<file path="src/hw/rtl/rsc_pkg.sv">
// Shared types and constants for the reverse-Polish calculator engine.
// Used by rsc_cell, rsc_div and the top level rpn_stack_calculator.
package rsc_pkg;

  localparam int DATA_W = 32;

  localparam logic [2:0] CMD_PUSH = 3'd0;
  localparam logic [2:0] CMD_ADD  = 3'd1;
  localparam logic [2:0] CMD_SUB  = 3'd2;
  localparam logic [2:0] CMD_MUL  = 3'd3;
  localparam logic [2:0] CMD_DIV  = 3'd4;

  localparam logic [1:0] ST_OK    = 2'd0;
  localparam logic [1:0] ST_UNDER = 2'd1;
  localparam logic [1:0] ST_OVER  = 2'd2;
  localparam logic [1:0] ST_DIVZ  = 2'd3;

  typedef enum logic [1:0] {
    CELL_HOLD,
    CELL_TAKE_PREV,
    CELL_TAKE_NEXT
  } cell_op_t;

  typedef enum logic [1:0] {
    S_IDLE,
    S_EXEC,
    S_DIVW,
    S_REPORT
  } state_t;

  typedef struct packed {
    logic [2:0]               command;
    logic signed [DATA_W-1:0] operand_value;
  } in_item_t;

  typedef struct packed {
    logic signed [DATA_W-1:0] top_value;
    logic [4:0]               depth;
    logic [1:0]               status;
  } out_item_t;

  typedef struct packed {
    logic              done;
    logic [DATA_W-1:0] quotient;
  } div_result_t;

endpackage

</file>
<file path="src/hw/rtl/rsc_cell.sv">
// One stack entry of the cell chain: holds, or takes the value of the
// entry above (push) or below (pop). Depends on rsc_pkg.
module rsc_cell (
  input  logic                      clk,
  input  rsc_pkg::cell_op_t         op,
  input  logic [rsc_pkg::DATA_W-1:0] prev_value,
  input  logic [rsc_pkg::DATA_W-1:0] next_value,
  output logic [rsc_pkg::DATA_W-1:0] value_r
);

  logic [rsc_pkg::DATA_W-1:0] value_nxt;

  always_comb begin
    case (op)
      rsc_pkg::CELL_TAKE_PREV: value_nxt = prev_value;
      rsc_pkg::CELL_TAKE_NEXT: value_nxt = next_value;
      default:                 value_nxt = value_r;
    endcase
  end

  always_ff @(posedge clk) begin
    value_r <= value_nxt;
  end

endmodule

</file>
<file path="src/hw/rtl/rsc_div.sv">
// Bit-serial signed divider, truncating toward zero, one quotient bit per
// cycle. Depends on rsc_pkg. The divisor must be nonzero.
module rsc_div (
  input  logic                       clk,
  input  logic                       rst_n,
  input  logic                       start,
  input  logic [rsc_pkg::DATA_W-1:0] dividend,
  input  logic [rsc_pkg::DATA_W-1:0] divisor,
  output rsc_pkg::div_result_t       result
);

  localparam int W     = rsc_pkg::DATA_W;
  localparam int CNT_W = $clog2(W + 1);

  logic             run_r, run_nxt;
  logic             done_r, done_nxt;
  logic [CNT_W-1:0] cnt_r, cnt_nxt;
  logic [W-1:0]     rem_r, rem_nxt;
  logic [W-1:0]     quo_r, quo_nxt;
  logic [W-1:0]     dm_r, dm_nxt;
  logic             neg_r, neg_nxt;
  logic [W:0]       shifted;
  logic [W+1:0]     trial;

  always_comb begin
    run_nxt  = run_r;
    done_nxt = 1'b0;
    cnt_nxt  = cnt_r;
    rem_nxt  = rem_r;
    quo_nxt  = quo_r;
    dm_nxt   = dm_r;
    neg_nxt  = neg_r;
    shifted  = {rem_r, quo_r[W-1]};
    trial    = {1'b0, shifted} - {2'b00, dm_r};
    if (start) begin
      run_nxt = 1'b1;
      cnt_nxt = CNT_W'(W);
      rem_nxt = '0;
      quo_nxt = dividend[W-1] ? (W'(0) - dividend) : dividend;
      dm_nxt  = divisor[W-1] ? (W'(0) - divisor) : divisor;
      neg_nxt = dividend[W-1] ^ divisor[W-1];
    end else if (run_r) begin
      // Restoring step: keep the trial remainder when it did not borrow.
      if (!trial[W+1]) begin
        rem_nxt = trial[W-1:0];
        quo_nxt = {quo_r[W-2:0], 1'b1};
      end else begin
        rem_nxt = shifted[W-1:0];
        quo_nxt = {quo_r[W-2:0], 1'b0};
      end
      cnt_nxt = cnt_r - CNT_W'(1);
      if (cnt_r == CNT_W'(1)) begin
        run_nxt  = 1'b0;
        done_nxt = 1'b1;
      end
    end
  end

  always_ff @(posedge clk) begin
    if (!rst_n) begin
      run_r  <= 1'b0;
      done_r <= 1'b0;
      cnt_r  <= '0;
    end else begin
      run_r  <= run_nxt;
      done_r <= done_nxt;
      cnt_r  <= cnt_nxt;
    end
  end

  always_ff @(posedge clk) begin
    rem_r <= rem_nxt;
    quo_r <= quo_nxt;
    dm_r  <= dm_nxt;
    neg_r <= neg_nxt;
  end

  assign result.done     = done_r;
  assign result.quotient = neg_r ? (W'(0) - quo_r) : quo_r;

endmodule

</file>
<file path="src/hw/rtl/rpn_stack_calculator.sv">
// Top level of the reverse-Polish calculator engine: control, operand
// registers and the chain of stack cells. Depends on rsc_pkg, rsc_cell, rsc_div.

// One command is taken when start is high and busy is low; busy stays high
// until its result has been shown, and the next command can be taken in the
// cycle after that. Push and the unused commands go straight to the report
// state; add, subtract, multiply and a divide by zero pass through the execute
// state first, and a divide then waits in S_DIVW on the bit-serial divider,
// which produces one quotient bit per cycle. Commands are handled one at a
// time: no command is taken while busy. Each result is on out_item for exactly one
// cycle while out_valid is high; it must be captured then, as the block
// does not wait for the receiver. The stack is a chain of STACK_DEPTH
// cells whose top entry sits in the first cell.
module rpn_stack_calculator #(
  parameter int STACK_DEPTH = 16
) (
  input  logic               clk,
  input  logic               rst_n,
  input  logic               start,
  output logic               busy,
  input  rsc_pkg::in_item_t  in_item,
  output logic               out_valid,
  output rsc_pkg::out_item_t out_item
);

  localparam int W  = rsc_pkg::DATA_W;
  localparam int CW = $clog2(STACK_DEPTH + 1);

  rsc_pkg::state_t state_r, state_nxt;
  logic [CW-1:0]   count_r, count_nxt;
  logic [1:0]      status_r, status_nxt;
  logic [2:0]      cmd_r;
  logic [W-1:0]    t_r, s_r;
  logic            under_r;

  logic            accept;
  logic            push_go;
  logic            arith_wr;
  logic            div_start;
  logic            div_by_zero;
  logic [W-1:0]    r_value;
  logic [W-1:0]    load_value;
  logic [W-1:0]    cell_value [STACK_DEPTH];
  rsc_pkg::div_result_t div_res;

  assign accept      = start && !busy;
  assign div_by_zero = (t_r == '0);

  // Next state.
  always_comb begin
    state_nxt = state_r;
    unique case (state_r)
      rsc_pkg::S_IDLE: begin
        if (accept) begin
          unique case (in_item.command) inside
            rsc_pkg::CMD_ADD, rsc_pkg::CMD_SUB,
            rsc_pkg::CMD_MUL, rsc_pkg::CMD_DIV: state_nxt = rsc_pkg::S_EXEC;
            default:                            state_nxt = rsc_pkg::S_REPORT;
          endcase
        end
      end
      rsc_pkg::S_EXEC: begin
        if (cmd_r == rsc_pkg::CMD_DIV && !div_by_zero) begin
          state_nxt = rsc_pkg::S_DIVW;
        end else begin
          state_nxt = rsc_pkg::S_REPORT;
        end
      end
      rsc_pkg::S_DIVW: begin
        if (div_res.done) begin
          state_nxt = rsc_pkg::S_REPORT;
        end
      end
      rsc_pkg::S_REPORT: state_nxt = rsc_pkg::S_IDLE;
      default:           state_nxt = rsc_pkg::S_IDLE;
    endcase
  end

  always_comb begin
    case (cmd_r)
      rsc_pkg::CMD_ADD: r_value = s_r + t_r;
      rsc_pkg::CMD_SUB: r_value = s_r - t_r;
      rsc_pkg::CMD_MUL: r_value = s_r * t_r;
      rsc_pkg::CMD_DIV: r_value = div_by_zero ? '0 : div_res.quotient;
      default:          r_value = '0;
    endcase
  end

  // Outputs of the state machine.
  always_comb begin
    busy       = (state_r != rsc_pkg::S_IDLE);
    out_valid  = (state_r == rsc_pkg::S_REPORT);
    push_go    = 1'b0;
    arith_wr   = 1'b0;
    div_start  = 1'b0;
    count_nxt  = count_r;
    status_nxt = status_r;
    load_value = r_value;
    unique case (state_r)
      rsc_pkg::S_IDLE: begin
        load_value = in_item.operand_value;
        if (accept) begin
          status_nxt = rsc_pkg::ST_OK;
          if (in_item.command == rsc_pkg::CMD_PUSH) begin
            if (count_r < CW'(STACK_DEPTH)) begin
              push_go   = 1'b1;
              count_nxt = count_r + CW'(1);
            end else begin
              status_nxt = rsc_pkg::ST_OVER;
            end
          end
        end
      end
      rsc_pkg::S_EXEC: begin
        if (cmd_r == rsc_pkg::CMD_DIV && !div_by_zero) begin
          div_start = 1'b1;
        end else begin
          arith_wr = 1'b1;
        end
      end
      rsc_pkg::S_DIVW: arith_wr = div_res.done;
      rsc_pkg::S_REPORT: ;
      default: ;
    endcase
    // Two pops and one push: the count drops by one, or becomes one when
    // the pops ran dry.
    if (arith_wr) begin
      count_nxt = (count_r >= CW'(2)) ? (count_r - CW'(1)) : CW'(1);
      if (under_r) begin
        status_nxt = rsc_pkg::ST_UNDER;
      end else if (cmd_r == rsc_pkg::CMD_DIV && div_by_zero) begin
        status_nxt = rsc_pkg::ST_DIVZ;
      end else begin
        status_nxt = rsc_pkg::ST_OK;
      end
    end
  end

  always_ff @(posedge clk) begin
    if (!rst_n) begin
      state_r  <= rsc_pkg::S_IDLE;
      count_r  <= '0;
      status_r <= rsc_pkg::ST_OK;
    end else begin
      state_r  <= state_nxt;
      count_r  <= count_nxt;
      status_r <= status_nxt;
    end
  end

  // Operands are taken from the two top cells; missing entries read as zero.
  always_ff @(posedge clk) begin
    if (accept) begin
      cmd_r   <= in_item.command;
      t_r     <= (count_r >= CW'(1)) ? cell_value[0] : '0;
      s_r     <= (count_r >= CW'(2)) ? cell_value[1] : '0;
      under_r <= (count_r < CW'(2));
    end
  end

  for (genvar i = 0; i < STACK_DEPTH; i++) begin : g_cell
    rsc_pkg::cell_op_t   op;
    logic [W-1:0]        prev_value;
    logic [W-1:0]        next_value;

    if (i == 0) begin : g_top
      assign prev_value = load_value;
      assign op = (push_go || arith_wr) ? rsc_pkg::CELL_TAKE_PREV : rsc_pkg::CELL_HOLD;
    end else begin : g_body
      assign prev_value = cell_value[i-1];
      assign op = push_go  ? rsc_pkg::CELL_TAKE_PREV :
                  arith_wr ? rsc_pkg::CELL_TAKE_NEXT : rsc_pkg::CELL_HOLD;
    end

    if (i == STACK_DEPTH - 1) begin : g_last
      assign next_value = cell_value[i];
    end else begin : g_inner
      assign next_value = cell_value[i+1];
    end

    rsc_cell u_cell (
      .clk        (clk),
      .op         (op),
      .prev_value (prev_value),
      .next_value (next_value),
      .value_r    (cell_value[i])
    );
  end

  rsc_div u_div (
    .clk      (clk),
    .rst_n    (rst_n),
    .start    (div_start),
    .dividend (s_r),
    .divisor  (t_r),
    .result   (div_res)
  );

  assign out_item.top_value = (count_r == '0) ? '0 : cell_value[0];
  assign out_item.depth     = 5'(count_r);
  assign out_item.status    = status_r;

  a_count_bound: assert property (@(posedge clk) disable iff (!rst_n)
    count_r <= CW'(STACK_DEPTH))
    else $error("stack count beyond depth");

  a_push_grows: assert property (@(posedge clk) disable iff (!rst_n)
    push_go |=> (count_r == $past(count_r) + CW'(1)) && out_valid)
    else $error("push did not grow the stack");

  a_div_report: assert property (@(posedge clk) disable iff (!rst_n)
    (state_r == rsc_pkg::S_DIVW && div_res.done) |=> out_valid)
    else $error("divide result not reported");

  a_no_double_write: assert property (@(posedge clk) disable iff (!rst_n)
    !(push_go && arith_wr))
    else $error("push and arithmetic write in one cycle");

endmodule

</file>
<file path="config.mk">
export PLATFORM = sky130hd
export DESIGN_NAME = rpn_stack_calculator
export DESIGN_NICKNAME = d
export VERILOG_FILES = /design/src/hw/rtl/rsc_pkg.sv /design/src/hw/rtl/rsc_cell.sv /design/src/hw/rtl/rsc_div.sv /design/src/hw/rtl/rpn_stack_calculator.sv
export SDC_FILE = /design/constraint.sdc
export NUM_CORES = 2
export LEC_CHECK = 0
export ABC_AREA = 1
export BUFFER_PORTS_ARGS = -buffer_cell sky130_fd_sc_hd__clkbuf_2
export CORE_UTILIZATION = 40
export DETAILED_ROUTE_END_ITERATION = 12
export PLACE_DENSITY = 0.62
export SETUP_SLACK_MARGIN = 0.3
export SLEW_MARGIN = 20
export SYNTH_ARGS = -nofsm -noshare
export SYNTH_HDL_FRONTEND = slang
export SYNTH_SLANG_ARGS = --single-unit
</file>
<file path="constraint.sdc">
create_clock -name clk -period 37.7 [get_ports clk]
set_input_delay 0 -clock clk [delete_from_list [all_inputs] [get_ports clk]]
set_output_delay 0 -clock clk [all_outputs]
set_load 0.01 [all_outputs]
</file>
Word level (Yosys, flattened, before mapping)
Index checks and enable logic that the tools add are counted.
{ "word_totals": {"register_bits": 694, "out_inout_bits": 41, "word_cells": 152} }
{ "classes": {"addsub": 9, "mul": 1, "magnitude_cmp": 4, "n_eq_ne": 18, "muxes": 61, "n_bitwise": 3, "n_reduce_logical": 24} }
{ "ops": {"columns": ["operator", "count"], "rows": [
  ["one-hot mux 32 bit (2 select lines)", 15],
  ["two-way mux 32 bit", 8],
  ["one-hot mux 32 bit (4 select lines)", 1],
  ["subtractor 1 x 32 -> 32 bit, first input constant", 3],
  ["subtractor 33 x 32 -> 34 bit", 1],
  ["adder 32 bit", 1],
  ["logical NOT 32 bit", 1],
  ["multiplier 32 x 32 -> 32 bit", 1],
  ["subtractor 32 bit", 1],
  ["two-way mux 31 bit", 1],
  ["two-way mux 5 bit", 6],
  ["two-way mux 2 bit", 12],
  ["nonzero test 2 bit", 8],
  ["two-way mux 1 bit", 14],
  ["== test 3 x 2 -> 1 bit, second input constant", 4],
  ["two-way mux 6 bit", 2],
  ["one-hot mux 2 bit (4 select lines)", 1],
  ["== test 2 bit, second input constant", 3],
  ["== test 3 x 1 -> 1 bit, second input constant", 2],
  ["== test 3 bit, second input constant", 2],
  ["== test 6 x 1 -> 1 bit, second input constant", 1],
  ["subtractor 6 x 1 -> 6 bit, second input constant", 1],
  ["adder 5 x 1 -> 5 bit, second input constant", 1],
  [">= comparator 5 x 1 -> 1 bit, second input constant", 1],
  ["23 further kinds", 29]
]} }

Longest topological paths before layout
{ "logic_depth": {"depth_word": 9, "mapped_depth": 35, "mapped_depth_nobuf": 32} }

Hierarchy
From an unflattened synthesis, not the netlist that was laid out.
{ "hier_totals": {"cells_unflattened": 7116, "area_unflattened_um2": 57083.5} }
{ "by_module_without_submodules": {"columns": ["mod", "instances", "cells_each", "area_per_inst_um2", "seq_area_each_um2"], "rows": [
  ["rpn_stack_calculator", 1, 3435, 24145.7, 2222.1],
  ["rsc_cell", 16, 139, 1472.7, 960.9],
  ["rsc_div", 1, 1457, 9375.2, 2752.6]
]} }

Worst setup path before layout
OpenSTA, ideal clock, no wires.
{ "synth_timing": {"path_kind": "register -> register", "from": "register state_r[0]", "to": "register count_r[3]", "t_arrival_ns": 14.551, "setup_slack_ns": 22.927, "stages_incl_launch_ff": 10, "period_less_slack_ns": 14.773, "path_cell_list": "dfxtp_1 -> inv_1 -> ha_1 -> clkbuf_1 -> nand2_1 -> nor3_1 -> inv_1 -> nand2_1 -> o21ai_0 -> a31oi_1"} }
{ "synth_between": {"elab_chain_cells": 5} }
{ "synth_rtl": {"columns": ["element", "line", "rtl"], "rows": [
  ["start: declaration", "rpn_stack_calculator.sv:29", "rsc_pkg::state_t state_r, state_nxt;"],
  ["start signal: assignment", "rpn_stack_calculator.sv:141", "state_r <= rsc_pkg::S_IDLE;"],
  ["start signal: assignment", "rpn_stack_calculator.sv:145", "state_r <= state_nxt;"],
  ["parallel branches: the longest is 5 deep, another holds AND reduction 4 bit", null, null],
  ["end signal: assignment", "rpn_stack_calculator.sv:146", "count_r <= count_nxt;"],
  ["end: declaration", "rpn_stack_calculator.sv:30", "logic [CW-1:0] count_r, count_nxt;"]
]} }
Parallel ways; which one is timed is not known.
A chain may end at the register's enable or synchronous reset.

Worst setup path after layout
{ "layout_timing": {"from": "register s_r[24]", "to": "register g_cell[0].u_cell.value_r[29] in the netlist's numbering, data pin"} }
{ "layout_between": {"elab_chain_cells": 4} }
{ "layout_rtl": {"columns": ["element", "line", "rtl"], "rows": [
  ["start: declaration", "rpn_stack_calculator.sv:33", "logic [W-1:0] t_r, s_r;"],
  ["start signal: assignment", "rpn_stack_calculator.sv:156", "s_r <= (count_r >= CW'(2)) ? cell_value[1] : '0;"],
  ["multiplier 32 x 32 -> 32 bit, or another cell as far along", "rpn_stack_calculator.sv:83", "rsc_pkg::CMD_MUL: r_value = s_r * t_r;"],
  ["one-hot mux 32 bit (4 select lines) (*)", "rpn_stack_calculator.sv:80", "case (cmd_r)"],
  ["two-way mux 32 bit (*)", "rpn_stack_calculator.sv:99", "unique case (state_r)"],
  ["net g_cell[0].prev_value[29]", "rpn_stack_calculator.sv:163", "logic [W-1:0] prev_value;"],
  ["one-hot mux 32 bit (2 select lines) (*)", "rsc_cell.sv:14", "case (op)"],
  ["end signal: assignment", "rsc_cell.sv:22", "value_r <= value_nxt;"],
  ["end: declaration", "rsc_cell.sv:8", "output logic [rsc_pkg::DATA_W-1:0] value_r"]
]} }
Mark *: on every way through the listed nets, which the timed path passes. The rest lies on a longest branch.

==> results.md <==
* Final net count at approximately 6600
* Cell Rows at 133
* Final WL at about 140000 um
* Clk sinks at ~690
* Worst endpoint required time at 38150 ps
* Area contributors post-synth: edfxtp_1 (37%), fa_1 (16%), nand2_1 (9.6%), inv_1 (8.6%), ha_1 (4.7%)
* CTS Buf Count at 78
* Slew at the pin with the worst max-slew slack at 1070 ps
* # DRC at 0
* Yosys top cell by area: edfxtp_1
* MaxCap Viol Count at 0
* Unrepaired setup endpoints after global routing: false
* Vias per cell at between 5 and 6
* #FFs+latches synth at 694
* Crit path kind: flip-flop to flip-flop
* Via count of the first global-routing pass at about 40000
* Delay-heaviest family, CP: adder cells
* Relative slew slack at about 29%
* Total gr overflow at 0
* Final Cycle Share at between 20% and 30%
* First-pass GRT wire length at ~230000 um
* Final Hold Viols at 0
* CTS H-tree depth at 3
* Max Root-Sink Buffers at 3
* Sequential area share after synthesis at ~38%
* GRT Overall Usage at ~22%
* Number of port buffers at 78
* Hpwl dp at 106000 um
* Slowest stage delay, CP at approximately 860 ps
* Cell repeated most along the worst path: fa_1
* FFs w/ async S/R, synth at 0%
* Drt first pass iters at 7
* Clock transition at path regs at approximately 60 ps
* Crit end category: flip-flop
* Crit-path max FO at 13
* Primary FF master, synth: edfxtp_1
* Placer Congestion at around 0.94
* Warnings, synthesis at 0
* Critical path's slowest cell: edfxtp_1
* Post-synth EDFFs at 645
* Hold Buf Count CTS at 37
* Syn Nets at ~6700
* Skew final at about 63 ps
* CTS resizes at 0
* DR vias at 39600
* Initial antenna violation count at 6
* Syn Std Cell Area at ~0.053 mm^2
* DIE AREA at 0.134 mm^2
* Pins Over Slew Limit at 0
* Die Wd at around 370 um
* Top-area cell type share of the netlist area at a little over a third
* Clk Latency, worst-skew pair at about 700 ps
* Status: finished clean
* Syn avg cell area at about 9 um^2
* Largest net degree at the start of global routing at about 200
* Initial core utilization at approximately 40%
* Die Height at ~370 um
* CP Launch Type: flip-flop
* Boundary Pins at 79
* Fraction of final layout cells sized beyond drive strength 1 at between 8 and 9%
* CTS tree: yes
* Post-DRT Antenna Nets at 0
* FMAX at approximately 130 MHz
* Synth cell types at 58
* Avg WL per Cell at 18.5 um
* Worst hold path class: input pin to flip-flop
* Area grow syn2layout at 8.82%
* Detailed Route Iter0 Violations at between 4000 and 5000
* Core Region at 0.131 mm^2
* Setup TNS at 0 ps
* Root buffer cell: clkbuf_16
* CP Data Arrival Time at ~8200 ps
* Synth Instances at ~6000
* Final Critical Period at just under 8000 ps
* Final setup viols at 0
* Worst path bufs/invs at 4
* Post-CTS Setup Bufs at 0
## flip-flops by register name, indices dropped and copies added, names as in the netlist
name / cells
u_div.run_r: 1
status_r: 2
u_div.cnt_r: 6
under_r: 1
t_r: 32
s_r: 32
u_div.quo_r: 32
count_r: 5
g_cell.u_cell.value_r: 512
u_div.dm_r: 32
u_div.rem_r: 32
state_r: 2
u_div.neg_r: 1
u_div.done_r: 1
cmd_r: 3
## synth_stat cells (26+ instances only)
library cell,number
a21oi_1,307
a21oi_2,69
buf_1,33
buf_2,37
buf_6,57
clkbuf_1,169
dfxtp_1,49
edfxtp_1,645
fa_1,410
ha_1,200
inv_1,1214
mux2_4,66
nand2_1,1348
nand3_1,122
nand4_1,31
nor2_1,424
nor2_2,51
nor3_1,36
o211ai_1,28
o21ai_0,252
o21ai_1,201
xnor2_1,26
xor2_1,84
## area by class of cell
class	count	area (um^2)
clock buffer	98	2030
sequential	694	20300
antenna	1	2.50
clock inverter	45	534
inverter	1222	4590
timing repair buffer	194	1420
fill	12800	73700
tap	1755	2200
multi-input combinational	3806	26400
## cells in the final DEF, fill, tap and decap left out, types with 9 or more instances in the layout
| cell | netlist | final |
|---|---|---|
| nand2_1 | 1348 | 1346 |
| inv_1 | 1214 | 1213 |
| edfxtp_1 | 645 | 645 |
| nor2_1 | 424 | 421 |
| fa_1 | 410 | 410 |
| a21oi_1 | 307 | 307 |
| o21ai_0 | 252 | 252 |
| o21ai_1 | 201 | 201 |
| ha_1 | 200 | 199 |
| nand3_1 | 122 | 121 |
| xor2_1 | 84 | 84 |
| clkbuf_16 | 0 | 78 |
| clkbuf_2 | 0 | 78 |
| buf_4 | 1 | 74 |
| a21oi_2 | 69 | 69 |
| mux2_4 | 66 | 66 |
| nor2_2 | 51 | 51 |
| dfxtp_1 | 49 | 49 |
| dlygate4sd3_1 | 0 | 37 |
| nor3_1 | 36 | 35 |
| nand4_1 | 31 | 31 |
| o211ai_1 | 28 | 28 |
| xnor2_1 | 26 | 26 |
| a21o_1 | 21 | 21 |
| clkbuf_1 | 169 | 20 |
| or2_2 | 18 | 18 |
| nor4_1 | 16 | 16 |
| clkinv_2 | 1 | 16 |
| a31oi_1 | 15 | 15 |
| nand3b_1 | 13 | 13 |
| clkinv_1 | 1 | 9 |
## worst register-to-register path: cells and delay by family, from the launching register on
family	cells	cell delay [ps]
buf+inv	4	230
simple gates	11	1650
fa+ha+maj	9	4440
compound gates	2	300
flops	1	860
## routing by layer
layer | track usage, % | up-vias | part of all wire (%)
li1 | - | 18900 | -
met3 | 4.73 | 242 | 8.4
met4 | 6.38 | 8 | 2.8
met5 | 0 | - | 0.030
met2 | 33.3 | 1358 | 43
met1 | 31.6 | 19100 | 46
## path summary, 6_finish.rpt
| kind | start | endpoint | slack [ps] | cells after the start |
|---|---|---|---|---|
| setup / recovery | s_r[24] | g_cell[0].u_cell.value_r[29] | 29960 | 26 |
| hold / removal | in_item[32] | cmd_r[0] | 70 | 2 |
| setup reg to reg | s_r[24] | g_cell[0].u_cell.value_r[29] | 29960 | 26 |
| hold reg to reg | g_cell[14].u_cell.value_r[27] | g_cell[15].u_cell.value_r[27] | 450 | 0 |
## cell families (layout without fill, tap and decap cells)
| group | after synthesis | after routing | synth area share [%] |
|---|---|---|---|
| buf+inv | 1519 | 1559 | 11.7 |
| simple gates | 2072 | 2072 | 15.8 |
| compound gates | 948 | 948 | 10.1 |
| fa+ha+maj | 610 | 610 | 20.2 |
| flops | 694 | 694 | 38.5 |
| other cells | 0 | 1 | 0 |
| xor+xnor | 110 | 110 | 1.82 |
| mux | 66 | 66 | 1.87 |
## stage by stage
stage	instance area (um^2)	cells	setup slack, ps	hold slack [ps]	utilization [%]
after floorplan	52900	6019	22930	98.9	-
after global placement	54600	7633	30080	211	41.6
after detailed placement	54600	7634	30060	199	41.6
after CTS	57600	7814	30030	17.2	43.8
after global routing	57600	7814	29660	31.6	43.8
final	57600	7815	29960	67.4	43.8
Power is left out: the tool's default activity adds up to more than one toggle a clock period on the data nets, which glitch-free logic cannot reach.
